### src/hw/rtl/rbf_pkg.sv
// shared types, constants and reciprocal table for the row box filter
package rbf_pkg;

    // reciprocal scaling for the divide-by-width multiply
    localparam int RECIP_SHIFT = 20;
    localparam int RECIP_W     = 21;
    localparam int FSIZE_W     = 4;
    localparam int SAMPLE_W    = 8;

    // datapath commands issued by the controller
    typedef struct packed {
        logic push_in;    // shift the accepted sample into the window
        logic push_zero;  // shift a zero in (flush beyond the row end)
        logic clear;      // empty window and sum
        logic emit;       // load the output register
        logic done_flag;  // row_done value for the loaded output
    } t_dp_cmd;

    // ceil(2^RECIP_SHIFT / d), exact quotient for sums below 2^16
    function automatic logic [RECIP_W-1:0] recip(input logic [4:0] d);
        logic [RECIP_W-1:0] r;
        unique case (d)
            5'd2:    r = 21'd524288;
            5'd3:    r = 21'd349526;
            5'd4:    r = 21'd262144;
            5'd5:    r = 21'd209716;
            5'd6:    r = 21'd174763;
            5'd7:    r = 21'd149797;
            5'd8:    r = 21'd131072;
            5'd9:    r = 21'd116509;
            5'd10:   r = 21'd104858;
            5'd11:   r = 21'd95326;
            5'd12:   r = 21'd87382;
            5'd13:   r = 21'd80660;
            5'd14:   r = 21'd74899;
            5'd15:   r = 21'd69906;
            5'd16:   r = 21'd65536;
            default: r = 21'd1048576;
        endcase
        return r;
    endfunction

endpackage

### src/hw/rtl/rbf_datapath.sv
// window shift line, running sum, reciprocal multiply and output register
module rbf_datapath #(
    parameter int MAX_TAPS = 8,
    localparam int TAP_W = $clog2(MAX_TAPS + 1)
) (
    input  logic                           i_clk,
    input  logic                           i_rst_n,
    input  rbf_pkg::t_dp_cmd               i_cmd,
    input  logic [rbf_pkg::SAMPLE_W-1:0]   i_sample,
    input  logic [rbf_pkg::FSIZE_W-1:0]    i_filter_size,
    output logic [TAP_W-1:0]               o_taps,
    output logic [rbf_pkg::SAMPLE_W-1:0]   o_filtered,
    output logic                           o_row_done
);
    localparam int SUM_W  = rbf_pkg::SAMPLE_W + $clog2(MAX_TAPS);
    localparam int IDX_W  = $clog2(MAX_TAPS);
    localparam int PROD_W = SUM_W + rbf_pkg::RECIP_W;

    logic [rbf_pkg::SAMPLE_W-1:0] r_win [MAX_TAPS];
    logic [SUM_W-1:0]             r_sum;
    logic [PROD_W-1:0]            r_prod;
    logic [rbf_pkg::SAMPLE_W-1:0] r_filtered;
    logic                         r_row_done;

    logic [4:0]                   fs_ext;
    logic [TAP_W-1:0]             taps;
    logic [rbf_pkg::SAMPLE_W-1:0] push_val;
    logic [rbf_pkg::SAMPLE_W-1:0] leaving;
    logic [SUM_W-1:0]             n_sum;

    assign fs_ext = {1'b0, i_filter_size};

    // zero acts as one, above the window depth acts as full depth
    always_comb begin
        priority if (fs_ext == 5'd0) begin
            taps = TAP_W'(1);
        end else if (fs_ext > 5'(MAX_TAPS)) begin
            taps = TAP_W'(MAX_TAPS);
        end else begin
            taps = TAP_W'(fs_ext);
        end
    end

    assign push_val = i_cmd.push_in ? i_sample : '0;
    assign leaving  = r_win[IDX_W'(taps - TAP_W'(1))];
    assign n_sum    = r_sum + SUM_W'(push_val) - SUM_W'(leaving);

    always_ff @(posedge i_clk) begin
        if (!i_rst_n || i_cmd.clear) begin
            r_win <= '{default: '0};
            r_sum <= '0;
        end else if (i_cmd.push_in || i_cmd.push_zero) begin
            for (int k = MAX_TAPS - 1; k > 0; k--) begin
                r_win[k] <= r_win[k-1];
            end
            r_win[0] <= push_val;
            r_sum    <= n_sum;
        end
    end

    // divide by width as multiply by reciprocal, registered
    always_ff @(posedge i_clk) begin
        r_prod <= PROD_W'(r_sum) * PROD_W'(rbf_pkg::recip(5'(taps)));
    end

    always_ff @(posedge i_clk) begin
        if (i_cmd.emit) begin
            r_filtered <= r_prod[rbf_pkg::RECIP_SHIFT +: rbf_pkg::SAMPLE_W];
            r_row_done <= i_cmd.done_flag;
        end
    end

    assign o_taps     = taps;
    assign o_filtered = r_filtered;
    assign o_row_done = r_row_done;

endmodule

### src/hw/rtl/rbf_ctrl.sv
// sequencer for sample push, flush outputs and output handshake
module rbf_ctrl #(
    parameter int MAX_TAPS = 8,
    localparam int TAP_W = $clog2(MAX_TAPS + 1)
) (
    input  logic             i_clk,
    input  logic             i_rst_n,
    input  logic             i_valid,
    input  logic             i_row_end,
    output logic             o_ready,
    output logic             o_valid,
    input  logic             i_ready,
    input  logic             i_cfg_wr,
    input  logic [TAP_W-1:0] i_taps,
    output rbf_pkg::t_dp_cmd o_cmd
);
    typedef enum logic [1:0] {
        S_IDLE,
        S_MUL,
        S_EMIT
    } t_state;

    t_state           r_state;
    logic             r_valid;
    logic             r_last;
    logic [TAP_W-1:0] r_left;

    logic in_acc;
    logic slot_free;

    assign in_acc    = i_valid && (r_state == S_IDLE);
    assign slot_free = !r_valid || i_ready;

    always_comb begin
        o_cmd       = '0;
        o_cmd.clear = i_cfg_wr;
        unique case (r_state)
            S_IDLE: begin
                o_cmd.push_in = in_acc;
            end
            S_MUL: begin
            end
            S_EMIT: begin
                if (slot_free) begin
                    o_cmd.emit      = 1'b1;
                    o_cmd.done_flag = r_last && (r_left == '0);
                    if (r_left != '0) begin
                        o_cmd.push_zero = 1'b1;
                    end else if (r_last) begin
                        o_cmd.clear = 1'b1;
                    end
                end
            end
            default: begin
            end
        endcase
    end

    always_ff @(posedge i_clk) begin
        if (!i_rst_n) begin
            r_state <= S_IDLE;
            r_valid <= 1'b0;
            r_last  <= 1'b0;
            r_left  <= '0;
        end else begin
            if (o_cmd.emit) begin
                r_valid <= 1'b1;
            end else if (i_ready) begin
                r_valid <= 1'b0;
            end
            unique case (r_state)
                S_IDLE: begin
                    if (in_acc) begin
                        r_last  <= i_row_end;
                        r_left  <= i_row_end ? (i_taps - TAP_W'(1)) : '0;
                        r_state <= S_MUL;
                    end
                end
                S_MUL: begin
                    r_state <= S_EMIT;
                end
                S_EMIT: begin
                    if (slot_free) begin
                        if (r_left != '0) begin
                            r_left  <= r_left - TAP_W'(1);
                            r_state <= S_MUL;
                        end else begin
                            r_state <= S_IDLE;
                        end
                    end
                end
                default: begin
                    r_state <= S_IDLE;
                end
            endcase
        end
    end

    assign o_ready = (r_state == S_IDLE);
    assign o_valid = r_valid;

endmodule

### src/hw/rtl/row_box_filter.sv
// row box filter top level: register port, controller and datapath
// a result passes through the running sum, product register and output register
// each sample steps through push, reciprocal multiply and output load
// a row_end sample adds width minus one flush results, each a zero push, multiply and load
// a stalled output holds the sequencer; the next sample is taken once the result is loaded
// reset: synchronous, active low; filter_size returns to 1, window and sum clear
module row_box_filter #(
    parameter int MAX_TAPS = 8
) (
    input  logic        i_clk,
    input  logic        i_rst_n,
    // sample channel
    input  logic        i_valid,
    output logic        o_ready,
    input  logic [7:0]  i_sample,
    input  logic        i_row_end,
    // result channel
    output logic        o_valid,
    input  logic        i_ready,
    output logic [7:0]  o_filtered,
    output logic        o_row_done,
    // register port
    input  logic        psel,
    input  logic        penable,
    input  logic        pwrite,
    input  logic [2:0]  paddr,
    input  logic [31:0] pwdata,
    output logic [31:0] prdata,
    output logic        pready
);
    localparam int TAP_W = $clog2(MAX_TAPS + 1);

    logic [rbf_pkg::FSIZE_W-1:0] r_filter_size;
    logic                        cfg_wr;
    logic                        sel_fsize;
    logic [TAP_W-1:0]            taps;
    rbf_pkg::t_dp_cmd            cmd;

    // filter_size is the only register, selected whenever paddr[2] is zero
    assign sel_fsize = (paddr[2] == 1'b0);
    assign pready    = 1'b1;
    assign cfg_wr    = psel && penable && pwrite && pready && sel_fsize;
    assign prdata    = sel_fsize ? {28'd0, r_filter_size} : 32'd0;

    always_ff @(posedge i_clk) begin
        if (!i_rst_n) begin
            r_filter_size <= rbf_pkg::FSIZE_W'(1);
        end else if (cfg_wr) begin
            r_filter_size <= pwdata[rbf_pkg::FSIZE_W-1:0];
        end
    end

    // a write also empties the window (handled as a datapath clear)
    rbf_ctrl #(
        .MAX_TAPS(MAX_TAPS)
    ) u_ctrl (
        .i_clk     (i_clk),
        .i_rst_n   (i_rst_n),
        .i_valid   (i_valid),
        .i_row_end (i_row_end),
        .o_ready   (o_ready),
        .o_valid   (o_valid),
        .i_ready   (i_ready),
        .i_cfg_wr  (cfg_wr),
        .i_taps    (taps),
        .o_cmd     (cmd)
    );

    rbf_datapath #(
        .MAX_TAPS(MAX_TAPS)
    ) u_datapath (
        .i_clk         (i_clk),
        .i_rst_n       (i_rst_n),
        .i_cmd         (cmd),
        .i_sample      (i_sample),
        .i_filter_size (r_filter_size),
        .o_taps        (taps),
        .o_filtered    (o_filtered),
        .o_row_done    (o_row_done)
    );

endmodule

### config.mk
export PLATFORM = sky130hd
export DESIGN_NAME = row_box_filter
export DESIGN_NICKNAME = d
export VERILOG_FILES = /design/src/hw/rtl/rbf_pkg.sv /design/src/hw/rtl/rbf_datapath.sv /design/src/hw/rtl/rbf_ctrl.sv /design/src/hw/rtl/row_box_filter.sv
export SDC_FILE = /design/constraint.sdc
export NUM_CORES = 1
export LEC_CHECK = 0
export BUFFER_PORTS_ARGS = -buffer_cell sky130_fd_sc_hd__buf_4
export CAP_MARGIN = 20
export CORE_UTILIZATION = 55
export CTS_BUF_LIST = sky130_fd_sc_hd__clkbuf_2 sky130_fd_sc_hd__clkbuf_4 sky130_fd_sc_hd__clkbuf_8
export DETAILED_ROUTE_END_ITERATION = 16
export PLACE_DENSITY = 0.79
export SYNTH_ARGS = -nofsm -noshare
export SYNTH_HDL_FRONTEND = slang
export SYNTH_SLANG_ARGS = --single-unit
export TNS_END_PERCENT = 10
### constraint.sdc
create_clock -name i_clk -period 6.25 [get_ports i_clk]
set_input_delay 0.3125 -clock i_clk [delete_from_list [all_inputs] [get_ports i_clk]]
set_output_delay 0.3125 -clock i_clk [all_outputs]
set_load 0.02 [all_outputs]
; Word-level counts from Yosys, hierarchy flattened
; Memories as Yosys holds them, arrays and structs flattened.
; Index checks and enable logic that the tools add are counted.
[word_totals]
ff_bits = 124
latchBits = 0
ram_bits = 0
mem_bits_ro = 336
output_inout_bits = 44
wordCells = 76
n_memories = 1
[memory_table]
columns = memory, depth, word_bits, rd, rd_clocked_by_memory_dff, write_ports, line
row1 = (no name shown), 16, 21, 1, 0, 0, rbf_pkg.sv:22  ; unique case (d)
[classes]
add_sub_neg = 4
n_mul = 1
div_mod_pow = 0
order_cmp = 2
n_eq_ne = 5
n_shift = 0
mux = 24
bitwise = 2
reduce_logical = 20
[ops]
columns = cell, count
row1 = 4-bit 2-to-1 mux, 9
row2 = 11-bit by 21-bit multiplier with 28-bit output, 1
row3 = 8-bit binary-select mux with 3-bit select, 1
row4 = 8-bit 2-to-1 mux, 3
row5 = 11-bit by 8-bit adder with 11-bit output, 1
row6 = 11-bit by 8-bit subtractor with 11-bit output, 1
row7 = 4-bit one-hot mux with 2 select lines, 1
row8 = 4-bit by 1-bit subtractor with 4-bit output (second input constant), 2
row9 = 1-bit 2-to-1 mux, 7
row10 = 2-bit by 1-bit != test with 1-bit output (second input constant), 3
row11 = 2-bit one-hot mux with 3 select lines, 1
row12 = 2-bit AND reduction, 3
row13 = 1-bit logical AND, 5
row14 = 5-bit logical NOT, 1
row15 = 4-bit >= comparator (second input constant), 1
row16 = 4-bit greater-than comparator (second input constant), 1
row17 = 4-bit logical NOT, 1
row18 = 2-bit 2-to-1 mux, 2
row19 = 3-bit NOT with 4-bit output, 1
row20 = 4-bit AND reduction, 1
row21 = 2-bit nonzero test, 2
row22 = 4-bit nonzero test, 1
row23 = 1-bit logical OR, 3
row24 = 2-bit by 1-bit == test with 1-bit output (second input constant), 1
row25 = other kinds (4), 5

; Logic depth before layout (Yosys ltp)
[logic_depth]
depth_word = 9
depth_mapped = 30
ltp_nobuf = 28

; Hierarchy
; Synthesis repeated with hierarchy kept, for this count alone.
[hier_totals]
cells_unflattened = 1323
area_unflattened_um2 = 11612.4
[by_module_without_submodules]
columns = mod, instances, cells_each, area_each_um2, seq_area_each_um2
row1 = rbf_datapath, 1, 1211, 10692.8, 1931.9
row2 = rbf_ctrl, 1, 59, 483.0, 160.2
row3 = row_box_filter, 1, 53, 436.7, 80.1

; Least setup slack after synthesis
; OpenSTA, ideal clock, no wires.
[synth_timing]
path_kind = flip-flop to flip-flop
startpoint = register r_filter_size[3] (netlist name)
endpoint = register u_datapath.r_prod[26]
setup_ns = 0.118
arrival_ns = 6.096
setup_slack_ns = 0.036
path_stages_with_launch = 30
path_buffers = 5
period_less_slack_ns = 6.214
cell_sequence = dfxtp_1 > buf_4 > clkbuf_1 > nand2b_1 > inv_1 > ha_1 > clkbuf_1 > and2_1 > clkbuf_1 > a21o_1 > clkbuf_1 > and2_1 > fa_1 > inv_1 > fa_1 > inv_1 > fa_1 > fa_1 > inv_1 > fa_1 > inv_1 > ha_1 > nand3_1 > nor2_1 > o311ai_0 > o2111ai_2 > nand3_2 > o21ai_2 > a21oi_2 > xnor2_1
[synth_via]
elab_chain_cells = 5
[synth_rtl]
columns = element, line
row1 = from (decl), row_box_filter.sv:33  ; logic [rbf_pkg::FSIZE_W-1:0] r_filter_size;
row2 = from (signal assigned), row_box_filter.sv:47  ; r_filter_size <= rbf_pkg::FSIZE_W'(1);
row3 = from (signal assigned), row_box_filter.sv:49  ; r_filter_size <= pwdata[rbf_pkg::FSIZE_W-1:0];
row4 = 4-bit greater-than comparator, rbf_datapath.sv:37  ; end else if (fs_ext > 5'(MAX_TAPS)) begin
row5 = 4-bit 2-to-1 mux, rbf_datapath.sv:37
row6 = 4-bit 2-to-1 mux *, rbf_datapath.sv:35  ; priority if (fs_ext == 5'd0) begin
row7 = memory read 16 x 21 bit *, -
row8 = 11-bit by 21-bit multiplier with 28-bit output *, rbf_datapath.sv:63  ; r_prod <= PROD_W'(r_sum) * PROD_W'(rbf_pkg::recip(5'(taps)));
row9 = to (signal assigned), rbf_datapath.sv:63
row10 = to (decl), rbf_datapath.sv:21  ; logic [PROD_W-1:0] r_prod;
; Mark *: on every way between the ends. The rest lies on a longest branch, timed or not.
; A chain may end at the register's enable or synchronous reset.

; Worst setup path after layout
[layout_timing]
startpoint = register r_filter_size[3] (netlist name)
endpoint = register u_datapath.r_prod[27]
; Same word-level chain as after synthesis.

==> results.md <==
- Status: finished clean
- Die area: 0.0215 sq mm
- Final HPWL DP: 19.6 mm
- CP arrival: about 6.3 ns
- Most common flop cell mapped by yosys: dfxtp_1
- Hold buffers post-CTS: 0
- MaxCap Viol Count: 0
- Final wirelength: roughly 26 mm
- CORE AREA: 0.0204 sq mm
- Combinational Power Share: 0.407
- Final Instance Count excl. Fillers: 1,622
- # port buffers: 35
- Largest family of logic cells by synthesized area: adder cells
- Starting Density: 0.565
- Maximum clock path buffer count: 2
- Area leader, netlist: fa_1
- Die Ht: 147 um
- DRT iter0 DRCs: 702
- Synth warnings: 0
- Skew final: around 0.016 ns
- Die X: roughly 150 um
- Clock power frac: 0.200
- Placer Congestion: 0.902
- Fin crit period: 6.05 ns
- Async set-reset flop share out of synthesis: 0
- Initial antenna violation count: 0
- CP endpoint kind: flip-flop
- Worst path cell trace: buf_4, nand2b_2, buf_4, o21ai_0, buf_4, nand2_1, fa_1, inv_1, fa_1, fa_1, fa_1, inv_1, fa_1, inv_1, ha_1, nand3_1, nor2_4, o311ai_4, o2111ai_4, nand3_4, o21ai_4, o41ai_4, xnor2_1
- CP startpoint kind: flip-flop
- CTS root buf: clkbuf_8
- # H-tree levels: 3
- I/O pin count: 95
- Commonest non-fill, non-tap cell in the layout: nand2_1
- Vias: roughly 9,000
- Netlist cell types: between 60 and 70
- Reg clk slew, reported paths: 0.12 ns
- Number of global-route vias before repair: 9,060
- GR Overflow Total: 0
- Net Sw Frac: 0.416
- Synthesis-to-layout area growth: 8.73%
- Multiplexer share of the synthesized area: 0.0452
- Avg Vias per Cell: between 5 and 6
- Place WS: -0.456 ns
- Antenna Cells: 0
- Cell area after synthesis: 0.0115 sq mm
- Adder-cell share of the synthesized area: 0.373
- Max Slew Vio Count: 0
- CP max-delay cell: fa_1
- Slew headroom: 0.461
- CP Max Fanout: 8
- Flop and latch count out of synthesis: 104
- P per Cell Area: between 150 and 200 mW/mm^2
- Unrepaired setup endpoints after global routing: true
- Syn_area_per_cell: about 8.7 sq um
- Fin crit share: 0.969
- Post-Synth Simple-Gate Area: 0.183
- Final worst slack: 0.197 ns
- WS Path Type: flip-flop to flip-flop
- Share of power burned in registers: 0.393
- Synth top area cells: fa_1 (30%), dfxtp_1 (17%), nand2_1 (8.8%), ha_1 (7.4%), inv_1 (7.1%)
- Fraction of the yosys area taken by sequential cells: 0.189
- Worst slew pin tran: 0.808 ns
- Final ANT Viol Nets: 0
- Share of Yosys cell area claimed by the top area cell type: 0.299
- Crit-path most repeated cell: fa_1
- Synth Area in Compound Gates: 0.0755
- CP peak stage delay: 0.55 ns
- GRT Overall Usage: 0.253
- Share of layout cells above drive strength 1: 0.131
- Leak Pwr: 5.83 nW
- Placed insts: 1,597
- CTS Buf Count: 9
- DR WL/cell: 15.8 um
- Peak VDD IR: approximately 200 uV
- Post-synthesis instance total: roughly 1,300
- FP Rows: 52
- CTS Sinks: 104
- Clk Latency, worst-skew pair: 0.39 ns
- TritonRoute pass-1 iters: 5
- First-pass GRT wire length: 43.4 mm
- Pint: 1.24 mW
- DRC Markers: 0
- Xor-xnor portion of the synthesized cell area: 0.0152
- Final Hold Fails: 0
- Psw: 0.887 mW
- Layout Nets: ~1,600
- Filler cell count: 1,661
- Most frequent cells in the layout: nand2_1 (270), inv_1 (217), fa_1 (169), dfxtp_1 (94), buf_4 (91)
- Critical Path RT: 6.53 ns
- Setup Viol. Count Final: 0
- Pin count of the biggest net entering global routing: 80
- Hold crit path type: input pin to flip-flop
- Post-synth EDFFs: 9
- Achievable Freq: around 170 MHz
- CTS tree: done
kinds of logic (layout without fill, tap and decap cells):
kind of cell | count (synthesis) | in the layout
other | 2 | 29
AO/OA/AOI/OAI | 142 | 142
multiplexers | 31 | 31
AND/OR/NAND/NOR | 456 | 456
XOR/XNOR | 20 | 20
buffers and inverters | 322 | 330
adder cells (fa/ha/maj) | 240 | 240
flip-flops | 104 | 104
power groups by stage:
stage | Sequential (mW) | Combinational [mW] | Clock [mW]
final | 0.837 | 0.869 | 0.426
after global routing | 0.841 | 0.980 | 0.462
after CTS | 0.831 | 0.852 | 0.434
after detailed placement | 0.847 | 0.845 | 0
after global placement | 0.843 | 0.815 | 0
after floorplan | 0.769 | 0.682 | 0
repair_timing:
action / CTS / global route
pin swaps: 1 / 9
setup endpoints to repair: 7 / 6
hold endpoints to repair: 0 / 0
buffers inserted: 0 / 7
gates cloned: 0 / 1
resized for setup: 8 / 28
synth_stat cells (3+ instances only):
master / instances
mux2_2: 8
a21boi_0: 3
edfxtp_1: 9
xnor2_1: 16
clkbuf_1: 51
inv_1: 219
and2_1: 78
dfxtp_1: 95
buf_2: 18
nand3_1: 8
nand4b_1: 3
nor2b_1: 16
nor3_1: 11
nand2_1: 270
ha_1: 68
fa_1: 172
xor2_1: 4
mux4_2: 16
buf_4: 31
a211oi_1: 4
nor2_1: 32
nand2b_1: 6
o21ai_0: 14
and3_1: 19
mux2i_1: 7
a21oi_1: 89
o31ai_1: 3
a21o_1: 7
worst paths after layout:
kind              cells after the start  slack, ns                       end                   from
hold reg to reg                       0       0.42  u_datapath.o_filtered[4]  u_datapath.r_prod[24]
setup / recovery                     23       0.20     u_datapath.r_prod[27]       r_filter_size[3]
setup reg to reg                     23       0.20     u_datapath.r_prod[27]       r_filter_size[3]
hold / removal                        3       0.15          r_filter_size[0]              pwdata[0]
cell type report:
| type | count | area, sq um | share of cell area |
|---|---|---|---|
| Tap cell | 270 | 338 | 0.0270 |
| Timing Repair Buffer | 95 | 731 | 0.0584 |
| Sequential cell | 104 | 2170 | 0.174 |
| Multi-Input combinational cell | 918 | 8250 | 0.660 |
| Clock inverter | 6 | 58.8 | 0.00470 |
| Clock buffer | 10 | 131 | 0.0105 |
| Inverter | 219 | 826 | 0.0660 |
critical path: cells and delay by family (launching register included):
family                   cells  cell delay, ns
AO/OA/AOI/OAI                5            1.14
XOR/XNOR                     1            0.13
adder cells (fa/ha/maj)      6            2.80
buffers and inverters        6            0.73
flip-flops                   1            0.38
AND/OR/NAND/NOR              5            0.76
metrics by stage:
stage                     area (sq um)  TNS, ns  utilization  hold WS, ns  total power [mW]
final                            12500        0        0.614        0.147              2.13
after global routing             12500   -0.123        0.614        0.147              2.28
after CTS                        12300        0        0.603        0.135              2.12
after detailed placement         12100    -1.94        0.593        0.389              1.69
after global placement           12100    -1.17        0.593        0.388              1.66
after floorplan                  11600        0            -        0.386              1.45
routing by layer:
metal | share of wire | GRT usage
met1 | 0.41 | 0.327
met2 | 0.49 | 0.421
met3 | 0.072 | 0.0406
met4 | 0.033 | 0.109
met5 | 0 | 0
sequential cells by signal, summed over array words and instances, names as in the netlist:
name and count:
u_datapath.r_prod 8, u_ctrl.r_state 2, u_ctrl.o_valid 1, u_datapath.r_win 64, u_datapath.o_row_done 1, u_datapath.o_filtered 8, u_ctrl.r_last 1, u_ctrl.r_left 4
r_filter_size 4, u_datapath.r_sum 11
(Power assumes the default switching activity.)
